===== src/rtl/tlf_pkg.sv =====
// ============================================================================
// tlf_pkg: shared types and constants of the track line fitter
// Payload structs, register codes, pipeline stage map and datapath widths.
// ============================================================================
`default_nettype none

package tlf_pkg;

  localparam int NUM_PLANES = 5;
  localparam int POS_W      = 16;
  localparam int WIN_W      = 15;
  localparam int CFG_IDX_W  = 2;
  localparam int Q_FRAC     = 16;

  typedef enum logic [CFG_IDX_W-1:0] {
    CFG_INNER_WINDOW = 2'd0,
    CFG_LAST_WINDOW  = 2'd1,
    CFG_TARGET_BOUND = 2'd2
  } cfg_reg_t;

  localparam logic [WIN_W-1:0] INNER_WINDOW_RST = 15'd2400;
  localparam logic [WIN_W-1:0] LAST_WINDOW_RST  = 15'd1600;
  localparam logic [WIN_W-1:0] TARGET_BOUND_RST = 15'd480;

  // hit lane products
  localparam int ZZ_W = 31;
  localparam int ZP_W = 32;
  // sums and normal-equation terms
  localparam int N_W    = 4;
  localparam int SUMZ_W = 19;
  localparam int SZZ_W  = 34;
  localparam int SZP_W  = 34;
  localparam int PS_W   = 38;
  localparam int PL_W   = 52;
  localparam int DEN_W  = 36;
  // divider
  localparam int Q_W    = 32;
  localparam int DIV_NW = 56;
  localparam int DIV_RW = DEN_W + 1;
  localparam int DIVX_W = DEN_W + Q_W;
  // residual lane
  localparam int PROD_W = 48;
  localparam int PI_W   = 33;
  localparam int NUM_W  = 50;
  localparam int MAG_W  = 51;
  localparam int RQ_W   = MAG_W - Q_FRAC;
  localparam int SQ_W   = 64;
  localparam int CHI_W  = 48;
  localparam int CHS_W  = CHI_W + 3;

  localparam logic signed [Q_W-1:0] S32_MAX = 32'sh7fff_ffff;
  localparam logic signed [Q_W-1:0] S32_MIN = 32'sh8000_0000;
  localparam longint unsigned HALF_RANGE = 64'h8000_0000;
  localparam longint unsigned ONE_Q16    = 64'h1_0000;
  localparam longint unsigned ROUND_HALF = 64'h8000;
  localparam logic [CHI_W-1:0] CHI_MAX   = 48'hffff_ffff_ffff;

  // pipeline stage map
  localparam int ST_MERGE     = 1;
  localparam int MERGE_STAGES = 4;
  localparam int ST_DIV       = ST_MERGE + MERGE_STAGES;
  localparam int DIV_STAGES   = Q_W + 2;
  localparam int ST_RES       = ST_DIV + DIV_STAGES;
  localparam int RES_STAGES   = 5;
  localparam int ST_ACC       = ST_RES + 2;
  localparam int ST_OUT       = ST_RES + RES_STAGES;
  localparam int NSTG         = ST_OUT + 1;

  // masks that are never fitted: any mask up to 5'd4, plane 3 alone, planes 2/3, or plane 4 alone
  localparam logic [NUM_PLANES-1:0] MASK_LOW_LIMIT = 5'd4;
  localparam logic [NUM_PLANES-1:0] MASK_P3        = 5'd8;
  localparam logic [NUM_PLANES-1:0] MASK_P23       = 5'd12;
  localparam logic [NUM_PLANES-1:0] MASK_P4        = 5'd16;

  typedef struct packed {
    logic signed [POS_W-1:0] pos_0;
    logic signed [POS_W-1:0] pos_1;
    logic signed [POS_W-1:0] pos_2;
    logic signed [POS_W-1:0] pos_3;
    logic signed [POS_W-1:0] pos_4;
    logic signed [POS_W-1:0] z_0;
    logic signed [POS_W-1:0] z_1;
    logic signed [POS_W-1:0] z_2;
    logic signed [POS_W-1:0] z_3;
    logic signed [POS_W-1:0] z_4;
    logic [NUM_PLANES-1:0]   timing_ok;
  } in_t;

  typedef struct packed {
    logic                    accepted;
    logic [NUM_PLANES-1:0]   hit_mask;
    logic signed [Q_W-1:0]   slope;
    logic signed [Q_W-1:0]   intercept;
    logic [CHI_W-1:0]        chi_square;
    logic [1:0]              degrees_free;
    logic signed [Q_W-1:0]   residual_0;
    logic signed [Q_W-1:0]   residual_1;
    logic signed [Q_W-1:0]   residual_2;
    logic signed [Q_W-1:0]   residual_3;
    logic signed [Q_W-1:0]   residual_4;
  } out_t;

  // event data that rides along the pipeline
  typedef struct packed {
    logic [NUM_PLANES-1:0]            mask;
    logic [NUM_PLANES-1:0][POS_W-1:0] pos;
    logic [NUM_PLANES-1:0][POS_W-1:0] z;
    logic                             fit;
    logic [1:0]                       dof;
    logic [Q_W-1:0]                   slope;
    logic [Q_W-1:0]                   icpt;
    logic                             acc;
  } meta_t;

  function automatic logic mask_fittable(input logic [NUM_PLANES-1:0] m);
    return !(m <= MASK_LOW_LIMIT || m == MASK_P3 || m == MASK_P23 || m == MASK_P4);
  endfunction

endpackage

`default_nettype wire


===== src/rtl/tlf_hit_lane.sv =====
// ============================================================================
// tlf_hit_lane: per-plane window test and moment products
// One register stage: hit flag, z*z and z*pos for one plane.
// ============================================================================
`default_nettype none

module tlf_hit_lane (
  input  logic                           clk,
  input  logic                           en,
  input  logic signed [tlf_pkg::POS_W-1:0] pos,
  input  logic signed [tlf_pkg::POS_W-1:0] z,
  input  logic                           timing,
  input  logic [tlf_pkg::WIN_W-1:0]      win,
  output logic                           hit,
  output logic [tlf_pkg::ZZ_W-1:0]       zz,
  output logic signed [tlf_pkg::ZP_W-1:0] zp
);

  logic signed [tlf_pkg::POS_W:0]   pos_x;
  logic [tlf_pkg::POS_W:0]          apos;
  logic signed [tlf_pkg::ZP_W-1:0]  zsq;

  assign pos_x = (tlf_pkg::POS_W+1)'(pos);
  assign apos  = pos_x[tlf_pkg::POS_W] ? (tlf_pkg::POS_W+1)'(-pos_x)
                                       : (tlf_pkg::POS_W+1)'(pos_x);
  assign zsq   = tlf_pkg::ZP_W'(z) * tlf_pkg::ZP_W'(z);

  always_ff @(posedge clk) begin
    if (en) begin
      hit <= timing && (apos < (tlf_pkg::POS_W+1)'(win));
      zz  <= zsq[tlf_pkg::ZZ_W-1:0];
      zp  <= tlf_pkg::ZP_W'(z) * tlf_pkg::ZP_W'(pos);
    end
  end

endmodule

`default_nettype wire


===== config.mk =====
export PLATFORM = sky130hd
export DESIGN_NAME = tlf_hit_lane
export DESIGN_NICKNAME = d
export VERILOG_FILES = /design/src/rtl/tlf_pkg.sv /design/src/rtl/tlf_hit_lane.sv
export SDC_FILE = /design/constraint.sdc
export NUM_CORES = 1
export LEC_CHECK = 0
export BUFFER_PORTS_ARGS = -buffer_cell sky130_fd_sc_hd__buf_4
export CAP_MARGIN = 10
export CELL_PAD_IN_SITES_DETAIL_PLACEMENT = 1
export CELL_PAD_IN_SITES_GLOBAL_PLACEMENT = 1
export CORE_UTILIZATION = 55
export DETAILED_ROUTE_END_ITERATION = 12
export PLACE_DENSITY = 0.95
export SLEW_MARGIN = 20
export SYNTH_ARGS = -nofsm -noshare
export SYNTH_HDL_FRONTEND = slang
export SYNTH_SLANG_ARGS = --single-unit

===== constraint.sdc =====
create_clock -name clk -period 10.9 [get_ports clk]
set_input_delay 1.09 -clock clk [delete_from_list [all_inputs] [get_ports clk]]
set_output_delay 1.09 -clock clk [all_outputs]
set_load 0.02 [all_outputs]

==> results.json <==
{
  "outcome": "complete, no violations",
  "ctsResizeCount": 0,
  "synth_compound_area_share_pct": 5.316,
  "finalCriticalPeriod_ps": 7547,
  "grt_usage_pct": 34.45,
  "first_pass_iters": 5,
  "area_growth_pct": 6.870,
  "endpoint_kind": "register",
  "drt-total-wl_um": 63240,
  "yosys-top-cells-area": "fa_1, inv_1, ha_1",
  "grt_max_degree": 64,
  "dominantRegCellSynth": "edfxtp_1",
  "vias_per_cell": 5.652,
  "most-common-layout-cells": "inv_1, fa_1, nand2_1",
  "cp-start-kind": "primary input",
  "rows": 71,
  "portBuffers": 112,
  "final.setup.tns_ps": 0,
  "root_buffer": "clkbuf_16",
  "max_freq_mhz": 132.5,
  "final_max_slew_viol_count": 0,
  "ys_seq_area_share_pct": 8.901,
  "crit_fanout": 33,
  "drc": 0,
  "synth_top_family_by_area": "adder cells",
  "floorplan.die_area_mm2": 0.03943,
  "io_pins": 114,
  "syn_area_mm2": 0.02125,
  "synth_xor_area_share_pct": 3.750,
  "crit_arrival_ps": 7690,
  "yosysUniqueCellTypes": 65,
  "synth_warnings": 0,
  "fin_crit_sh_pct": 69.24,
  "clock-sinks": 63,
  "grt_pass1_wl_um": 100800,
  "drt_iter0_drc": 801,
  "grt_pass1_vias": 19760,
  "gp_congestion": 0.8907,
  "synth_top_cell_by_area": "fa_1",
  "required_ps": 11050,
  "worst_pin_slew_ps": 931.0,
  "synthCells": 2250,
  "holdBufCountCts": 0,
  "post_route_cells_drive_above_1_share_pct": 6.591,
  "avgSynthCellArea_um2": 9.446,
  "core_area_mm2": 0.03784,
  "crit_type": "primary input to register",
  "synth_edf_count": 63,
  "htree_levels": 3,
  "final_common_cell": "inv_1",
  "min_path_type": "primary input to register",
  "slew-limit-headroom_pct": 37.94,
  "placed_area_mm2": 0.02240,
  "hold_viol": 0,
  "synth_top_area_share_pct": 46.25,
  "die_w_um": 198.6,
  "synth_fp_nets": 2975,
  "cts_buffers": 9,
  "grt_overflow": 0,
  "die_height_um": 198.6,
  "cts.clk_slew.worst_paths_ps": 60,
  "yosys.area_share.simple_pct": 12.16,
  "cts_tree": "yes",
  "stdcell_area_mm2": 0.02271,
  "synth-seq-cells": 63,
  "nets": 3011,
  "synthArstFlopShare_pct": 0,
  "vias": 15840,
  "yosys.area_share.adder_pct": 57.08,
  "synthMuxAreaShare_pct": 0.05298,
  "start_util_pct": 56.16,
  "postCtsSetupRepairBufs": 0,
  "clk_path_buf_depth": 2,
  "hpwl_um": 51980,
  "drv_cap": 0,
  "setup_viol": 0,
  "postRouteAntennaNets": 0,
  "wl_per_cell_um": 22.57,
  "rsz0062_at_grt": "false",
  "diodes": 0,
  "antenna_found_initial": 0
}
## final timing paths
check  endpoint  depth (start not counted)   from  slack [ps]
min       zz[0]                          1   z[0]        1140
max      zz[28]                         19  z[15]        3350
## stage by stage
step                hold WS [ps]  utilization (%)  setup slack, ps  instances
floorplan                   1189                -             3897       2250
detailed placement          1520            59.19             2994       2786
global placement            1517            59.19             3533       2786
finish                      1140            60.02             3353       2802
CTS                         1122            60.02             3390       2802
global route                1134            60.02             3069       2802
## metal layers
metal	routed length (um)	track usage [%]	part of all wire, %
met3	2945	5.493	4.7
met4	4415	24.47	7.0
met1	20860	34.98	33
met2	35010	64.01	55
met5	0	0	0
## Yosys cell counts, types with 22 or more instances
cell type  count
xor2_1        23
nor2_1        87
a21oi_1       48
nand2_1      224
inv_1        626
a21o_1        22
ha_1         184
xnor2_1       68
edfxtp_1      63
fa_1         491
and2_1       139
clkbuf_1      78
o21ai_0       23
## kinds of logic after synthesis
logic type,Yosys count
adders and majority gates,675
other,1
and+or+nand+nor,538
muxes,1
AOI/OAI and AO/OA,163
xor gates and xnor gates,91
DFF,63
buffers and inverters,718
## worst max-delay path, cell delays in order
cell	delay (ps)
buf_4	250
inv_1	530
nor2_1	190
fa_1	750
inv_1	120
fa_1	600
inv_1	310
fa_1	510
fa_1	590
fa_1	450
fa_1	480
ha_1	380
a21oi_1	230
nor3b_1	230
nand4_1	190
and2_1	250
a211o_1	250
a21oi_1	170
xnor2_1	80
## state kept, by name, summed over array words and instances (netlist names)
name	cells
zp	32
hit	1
zz	30
## final cells by class
class / instances / area, um2
clock buffer: 10 / 229.0
clock inverter: 6 / 85.08
fill: 4334 / 15130
inverter: 631 / 2369
multi-input combinational: 1469 / 16660
sequential: 63 / 1892
tap: 511 / 639.4
timing repair buffer: 112 / 840.8
Power is not shown: default switching activity piles up to over one toggle a cycle in this logic, so the estimate is an artifact.
