**src/rtl/tlf_pkg.sv**
```systemverilog
// ============================================================================
// tlf_pkg: shared types and constants of the track line fitter
// Payload structs, register codes, pipeline stage map and datapath widths.
// ============================================================================
`default_nettype none

package tlf_pkg;

  localparam int NUM_PLANES = 5;
  localparam int POS_W      = 16;
  localparam int WIN_W      = 15;
  localparam int CFG_IDX_W  = 2;
  localparam int Q_FRAC     = 16;

  typedef enum logic [CFG_IDX_W-1:0] {
    CFG_INNER_WINDOW = 2'd0,
    CFG_LAST_WINDOW  = 2'd1,
    CFG_TARGET_BOUND = 2'd2
  } cfg_reg_t;

  localparam logic [WIN_W-1:0] INNER_WINDOW_RST = 15'd2400;
  localparam logic [WIN_W-1:0] LAST_WINDOW_RST  = 15'd1600;
  localparam logic [WIN_W-1:0] TARGET_BOUND_RST = 15'd480;

  // hit lane products
  localparam int ZZ_W = 31;
  localparam int ZP_W = 32;
  // sums and normal-equation terms
  localparam int N_W    = 4;
  localparam int SUMZ_W = 19;
  localparam int SZZ_W  = 34;
  localparam int SZP_W  = 34;
  localparam int PS_W   = 38;
  localparam int PL_W   = 52;
  localparam int DEN_W  = 36;
  // divider
  localparam int Q_W    = 32;
  localparam int DIV_NW = 56;
  localparam int DIV_RW = DEN_W + 1;
  localparam int DIVX_W = DEN_W + Q_W;
  // residual lane
  localparam int PROD_W = 48;
  localparam int PI_W   = 33;
  localparam int NUM_W  = 50;
  localparam int MAG_W  = 51;
  localparam int RQ_W   = MAG_W - Q_FRAC;
  localparam int SQ_W   = 64;
  localparam int CHI_W  = 48;
  localparam int CHS_W  = CHI_W + 3;

  localparam logic signed [Q_W-1:0] S32_MAX = 32'sh7fff_ffff;
  localparam logic signed [Q_W-1:0] S32_MIN = 32'sh8000_0000;
  localparam longint unsigned HALF_RANGE = 64'h8000_0000;
  localparam longint unsigned ONE_Q16    = 64'h1_0000;
  localparam longint unsigned ROUND_HALF = 64'h8000;
  localparam logic [CHI_W-1:0] CHI_MAX   = 48'hffff_ffff_ffff;

  // pipeline stage map
  localparam int ST_MERGE     = 1;
  localparam int MERGE_STAGES = 4;
  localparam int ST_DIV       = ST_MERGE + MERGE_STAGES;
  localparam int DIV_STAGES   = Q_W + 2;
  localparam int ST_RES       = ST_DIV + DIV_STAGES;
  localparam int RES_STAGES   = 5;
  localparam int ST_ACC       = ST_RES + 2;
  localparam int ST_OUT       = ST_RES + RES_STAGES;
  localparam int NSTG         = ST_OUT + 1;

  // masks that are never fitted: any mask up to 5'd4, plane 3 alone, planes 2/3, or plane 4 alone
  localparam logic [NUM_PLANES-1:0] MASK_LOW_LIMIT = 5'd4;
  localparam logic [NUM_PLANES-1:0] MASK_P3        = 5'd8;
  localparam logic [NUM_PLANES-1:0] MASK_P23       = 5'd12;
  localparam logic [NUM_PLANES-1:0] MASK_P4        = 5'd16;

  typedef struct packed {
    logic signed [POS_W-1:0] pos_0;
    logic signed [POS_W-1:0] pos_1;
    logic signed [POS_W-1:0] pos_2;
    logic signed [POS_W-1:0] pos_3;
    logic signed [POS_W-1:0] pos_4;
    logic signed [POS_W-1:0] z_0;
    logic signed [POS_W-1:0] z_1;
    logic signed [POS_W-1:0] z_2;
    logic signed [POS_W-1:0] z_3;
    logic signed [POS_W-1:0] z_4;
    logic [NUM_PLANES-1:0]   timing_ok;
  } in_t;

  typedef struct packed {
    logic                    accepted;
    logic [NUM_PLANES-1:0]   hit_mask;
    logic signed [Q_W-1:0]   slope;
    logic signed [Q_W-1:0]   intercept;
    logic [CHI_W-1:0]        chi_square;
    logic [1:0]              degrees_free;
    logic signed [Q_W-1:0]   residual_0;
    logic signed [Q_W-1:0]   residual_1;
    logic signed [Q_W-1:0]   residual_2;
    logic signed [Q_W-1:0]   residual_3;
    logic signed [Q_W-1:0]   residual_4;
  } out_t;

  // event data that rides along the pipeline
  typedef struct packed {
    logic [NUM_PLANES-1:0]            mask;
    logic [NUM_PLANES-1:0][POS_W-1:0] pos;
    logic [NUM_PLANES-1:0][POS_W-1:0] z;
    logic                             fit;
    logic [1:0]                       dof;
    logic [Q_W-1:0]                   slope;
    logic [Q_W-1:0]                   icpt;
    logic                             acc;
  } meta_t;

  function automatic logic mask_fittable(input logic [NUM_PLANES-1:0] m);
    return !(m <= MASK_LOW_LIMIT || m == MASK_P3 || m == MASK_P23 || m == MASK_P4);
  endfunction

endpackage

`default_nettype wire

```
**src/rtl/tlf_res_lane.sv**
```systemverilog
// ============================================================================
// tlf_res_lane: per-plane residual and its square
// Five stages: slope*z, numerator, rounding, clamp, square.
// ============================================================================
`default_nettype none

module tlf_res_lane (
  input  logic                           clk,
  input  logic [tlf_pkg::RES_STAGES-1:0] en,
  input  logic signed [tlf_pkg::Q_W-1:0]   slope,
  input  logic signed [tlf_pkg::Q_W-1:0]   icpt,
  input  logic signed [tlf_pkg::POS_W-1:0] pos,
  input  logic signed [tlf_pkg::POS_W-1:0] z,
  output logic signed [tlf_pkg::Q_W-1:0]   res,
  output logic [tlf_pkg::SQ_W-1:0]         sq
);

  logic signed [tlf_pkg::PROD_W-1:0] prod1;
  logic signed [tlf_pkg::PI_W-1:0]   pi1;
  logic signed [tlf_pkg::NUM_W-1:0]  num2;
  logic                              neg3;
  logic [tlf_pkg::MAG_W-1:0]         mag3;
  logic signed [tlf_pkg::Q_W-1:0]    res4;
  logic [tlf_pkg::Q_W-1:0]           ares4;

  logic [tlf_pkg::NUM_W-1:0] anum;
  logic [tlf_pkg::RQ_W-1:0]  qv;
  logic                      big;

  assign anum = num2[tlf_pkg::NUM_W-1] ? tlf_pkg::NUM_W'(-num2) : tlf_pkg::NUM_W'(num2);
  assign qv   = mag3[tlf_pkg::MAG_W-1:tlf_pkg::Q_FRAC];
  assign big  = qv >= tlf_pkg::RQ_W'(tlf_pkg::HALF_RANGE);

  always_ff @(posedge clk) begin
    if (en[0]) begin
      prod1 <= tlf_pkg::PROD_W'(slope) * tlf_pkg::PROD_W'(z);
      pi1   <= tlf_pkg::PI_W'(pos) - tlf_pkg::PI_W'(icpt);
    end
    if (en[1]) begin
      num2 <= (tlf_pkg::NUM_W'(pi1) <<< tlf_pkg::Q_FRAC) - tlf_pkg::NUM_W'(prod1);
    end
    if (en[2]) begin
      neg3 <= num2[tlf_pkg::NUM_W-1];
      mag3 <= tlf_pkg::MAG_W'(anum) + tlf_pkg::MAG_W'(tlf_pkg::ROUND_HALF);
    end
    if (en[3]) begin
      if (neg3) begin
        res4  <= big ? tlf_pkg::S32_MIN : $signed(-tlf_pkg::Q_W'(qv));
        ares4 <= big ? tlf_pkg::Q_W'(tlf_pkg::HALF_RANGE) : tlf_pkg::Q_W'(qv);
      end else begin
        res4  <= big ? tlf_pkg::S32_MAX : $signed(tlf_pkg::Q_W'(qv));
        ares4 <= big ? tlf_pkg::Q_W'(tlf_pkg::S32_MAX) : tlf_pkg::Q_W'(qv);
      end
    end
    if (en[4]) begin
      res <= res4;
      sq  <= tlf_pkg::SQ_W'(ares4) * tlf_pkg::SQ_W'(ares4);
    end
  end

endmodule

`default_nettype wire

```
**config.mk**
```make
export PLATFORM = sky130hd
export DESIGN_NAME = tlf_res_lane
export DESIGN_NICKNAME = d
export VERILOG_FILES = /design/src/rtl/tlf_pkg.sv /design/src/rtl/tlf_res_lane.sv
export SDC_FILE = /design/constraint.sdc
export NUM_CORES = 2
export LEC_CHECK = 0
export ABC_AREA = 1
export BUFFER_PORTS_ARGS = -buffer_cell sky130_fd_sc_hd__buf_4
export CAP_MARGIN = 0
export CORE_AREA = 4 4 406 408
export DETAILED_ROUTE_END_ITERATION = 6
export DIE_AREA = 0 0 410 412
export GPL_TIMING_DRIVEN = 0
export RECOVER_POWER = 100
export REMOVE_ABC_BUFFERS = 1
export SLEW_MARGIN = 5
export SYNTH_ARGS = -nofsm -noshare
export SYNTH_HDL_FRONTEND = slang
export SYNTH_SLANG_ARGS = --single-unit
```
**constraint.sdc**
```tcl
create_clock -name clk -period 14.08 [get_ports clk]
set_clock_uncertainty 0.05 [all_clocks]
set_input_delay 0 -clock clk [delete_from_list [all_inputs] [get_ports clk]]
set_output_delay 0 -clock clk [all_outputs]
set_load 0.005 [all_outputs]
```
==> impl_metrics.yaml <==
status:
  status: "finished with violations"
  violations: "max-capacitance violations, max-slew violations"
setup_path:
  worstPathRequired_ns: 14.34
  cpMaxStageDelayCell: "clkbuf_1"
  timing.rr.start: "res4[0]$_DFFE_PP_"
  worstSetupPathType: "flop to flop"
  start_kind: "flop"
  cp_common_cell: "fa_1"
  worstPathCellList: "clkbuf_1 > clkbuf_1 > nand2_1 > fa_1 > inv_1 > fa_1 > fa_1 > inv_1 > fa_1 > inv_1 > ha_1 > ha_1 > fa_1 > fa_1 > ha_1 > nand2_1 > nor2_1 > inv_1 > o21ai_0 > a31oi_1 > o211ai_1 > nand2_1 > nand2_1 > xor2_1"
  crit_path_end_kind: "flop"
  rrSetupSlack_ns: 5.57
  max_stage_delay_ns: 0.90
  cp_max_fo: 19
  critPathArrivalTime_ns: 8.78
  startpoint: "res4[0]$_DFFE_PP_"
timing:
  drv_slew: 331
  timing.final.crit_share_pct: 60.47
  setup-violations-final: 0
  relSlewSlack_pct: -180.5
  min_period_ns: 8.514
  postLayoutSetupSlackWorst_ns: 5.566
  worstMarginPinSlew_ns: 4.208
  finalSetupTns_ns: 0
  max_clock_freq_ghz: 0.1175
  rsz0062_at_grt: "no"
  hold_viol_final: 0
floorplan:
  start_util_pct: 40.58
  io_pins: 198
  design.core.area_sq_um: 161700
  die_w_um: 410
  die_h_um: 412
  std_cell_rows: 148
  dieArea_sq_um: 168900
place:
  port_buffers: 196
  post-dp-hpwl_um: 148200
  place.gp.congestion: 0.9374
  place_inst: 9935
  dp_worst_setup_slack_ns: 5.927
logic_synthesis:
  syn_area_per_cell_sq_um: 8.524
  synth.ff_latch_count: 324
  synth-edff-count: 324
  yosysSeqAreaShare_pct: 14.83
  synth_top_area_cell: "fa_1"
  synth_most_common_cell: "inv_1"
  synth_area_leaders: "fa_1 39%, edfxtp_1 15%, inv_1 12%, nand2_1 9.3%, ha_1 9.0%"
  syn_area_sq_um: 65610
  synth_top_area_share_pct: 39.12
  synthArstFlopShare_pct: 0
  synth_commonest_cells: "2183 x inv_1, 1624 x nand2_1, 1282 x fa_1, 472 x ha_1, 464 x nor2_1"
  dominantRegCellSynth: "edfxtp_1"
  synth_warnings: 0
  synth_cell_types: 55
  synth_cells: 7697
clocking:
  cts_root_buffer: "clkbuf_16"
  h-tree-depth: 2
  path_clk_slew_ns: 0.06
  ctsResizeCount: 0
  postCtsSetupBuffers: 0
  insertion_delay_ns: 0.62
  ctsHoldBuffers: 77
  cts_buffer_depth: 3
  cts_tree: "built"
  numClockSinks: 324
  cts_buffers: 37
routing:
  vias: 48960
  avgRoutedWirePerCell_um: 17.32
  ant_nets: 0
  drt_first_iter_violations: 2852
  drc: 0
  drtPass1Iterations: 5
  detail_route.vias_per_cell: 4.857
  totalWireLength_um: 174600
flow_run:
  max-cap-violations: 6
grt:
  grt.total_usage_pct: 21.25
  grt_pass1_wl_um: 287400
  antenna_found_initial: 0
  grt_pass1_vias: 54192
  grt_max_degree: 95
  grt_overflow: 0
layout:
  syn2layout_area_growth_pct: 10.41
  fin_cells: 10081
  nets: 9734
  finish.utilization_pct: 44.81
  antennaDiodeCount: 0
  drive_gt1_share_pct: 4.591
hold_path:
  hold_class: "input pin to flop"
  hp-start: "slope[2]"
## registers in the layout, indices dropped and copies added (netlist names)
name and flops:
sq 62, num2 50, prod1 48, mag3 35, pi1 33, res4 32, res 32, ares4 31
neg3 1
## cell usage in the layout, fill, tap and decap left out, types with 14 or more instances in the layout
cell type	instances
fa_1	1282
nand3_1	118
nor2_1	471
a21o_1	30
xnor2_1	96
nand4_1	39
clkbuf_4	85
a21oi_1	232
nor3_1	58
buf_16	50
nor4_1	14
o211ai_1	18
inv_1	2183
clkbuf_16	37
or2_2	39
clkbuf_1	33
a31oi_1	34
xor2_1	176
edfxtp_1	324
o21ai_0	147
buf_4	88
nand2_1	1626
o21bai_1	29
ha_1	472
dlygate4sd3_1	78
## stage by stage
step                hold WS [ns]  cell area, sq um
floorplan                0.06250             64850
detailed placement        0.3467             70690
finish                   0.04059             72440
global placement          0.3476             69040
CTS                     0.001501             72690
global route             0.04824             72440
## routing by layer
metal / global-route usage [%] / vias to the layer above / share of wire [%]
li1: - / 23009 / -
met4: 5.270 / 0 / 2.7
met3: 2.005 / 290 / 4.4
met5: 0 / - / 0
met1: 27.33 / 24448 / 42
met2: 38.52 / 1213 / 51
## cells by family (layout without fill, tap and decap cells)
family / count (synthesis) / after routing / share of synthesized area, %
fa+ha+maj: 1754 / 1754 / 48.12
buf+inv: 2384 / 2592 / 13.66
mux: 1 / 1 / 0.01716
simple gates: 2413 / 2413 / 14.84
compound gates: 544 / 544 / 4.764
flops: 324 / 324 / 14.83
xor+xnor: 276 / 276 / 3.759
other cells: 1 / 2 / 0.005716
## layout make-up
type,count,area [sq um]
Timing Repair Buffer,340,3726
Inverter,2185,8202
Fill cell,15781,89220
Tap cell,2175,2721
Clock inverter,25,289.0
Clock buffer,42,944.7
Multi-Input combinational cell,4990,46830
Sequential cell,324,9729
## critical path, delay by kind of cell (launching register included)
kind                     cells  cell delay [ns]
adder cells (fa/ha/maj)      9             3.72
buffers and inverters        6             1.92
AO/OA/AOI/OAI                3             0.91
AND/OR/NAND/NOR              5             0.86
XOR/XNOR                     1             0.43
flip-flops                   1             0.32
## final timing paths
kind | to | depth (start not counted)
hold / removal | prod1[2]$_DFFE_PP_ | 5
setup / recovery | sq[52]$_DFFE_PP_ | 24
hold reg to reg | res[26]$_DFFE_PP_ | 0
setup reg to reg | sq[52]$_DFFE_PP_ | 24
Power is left out: the tool's default activity adds up to more than one toggle a clock period on the data nets, which glitch-free logic cannot reach.
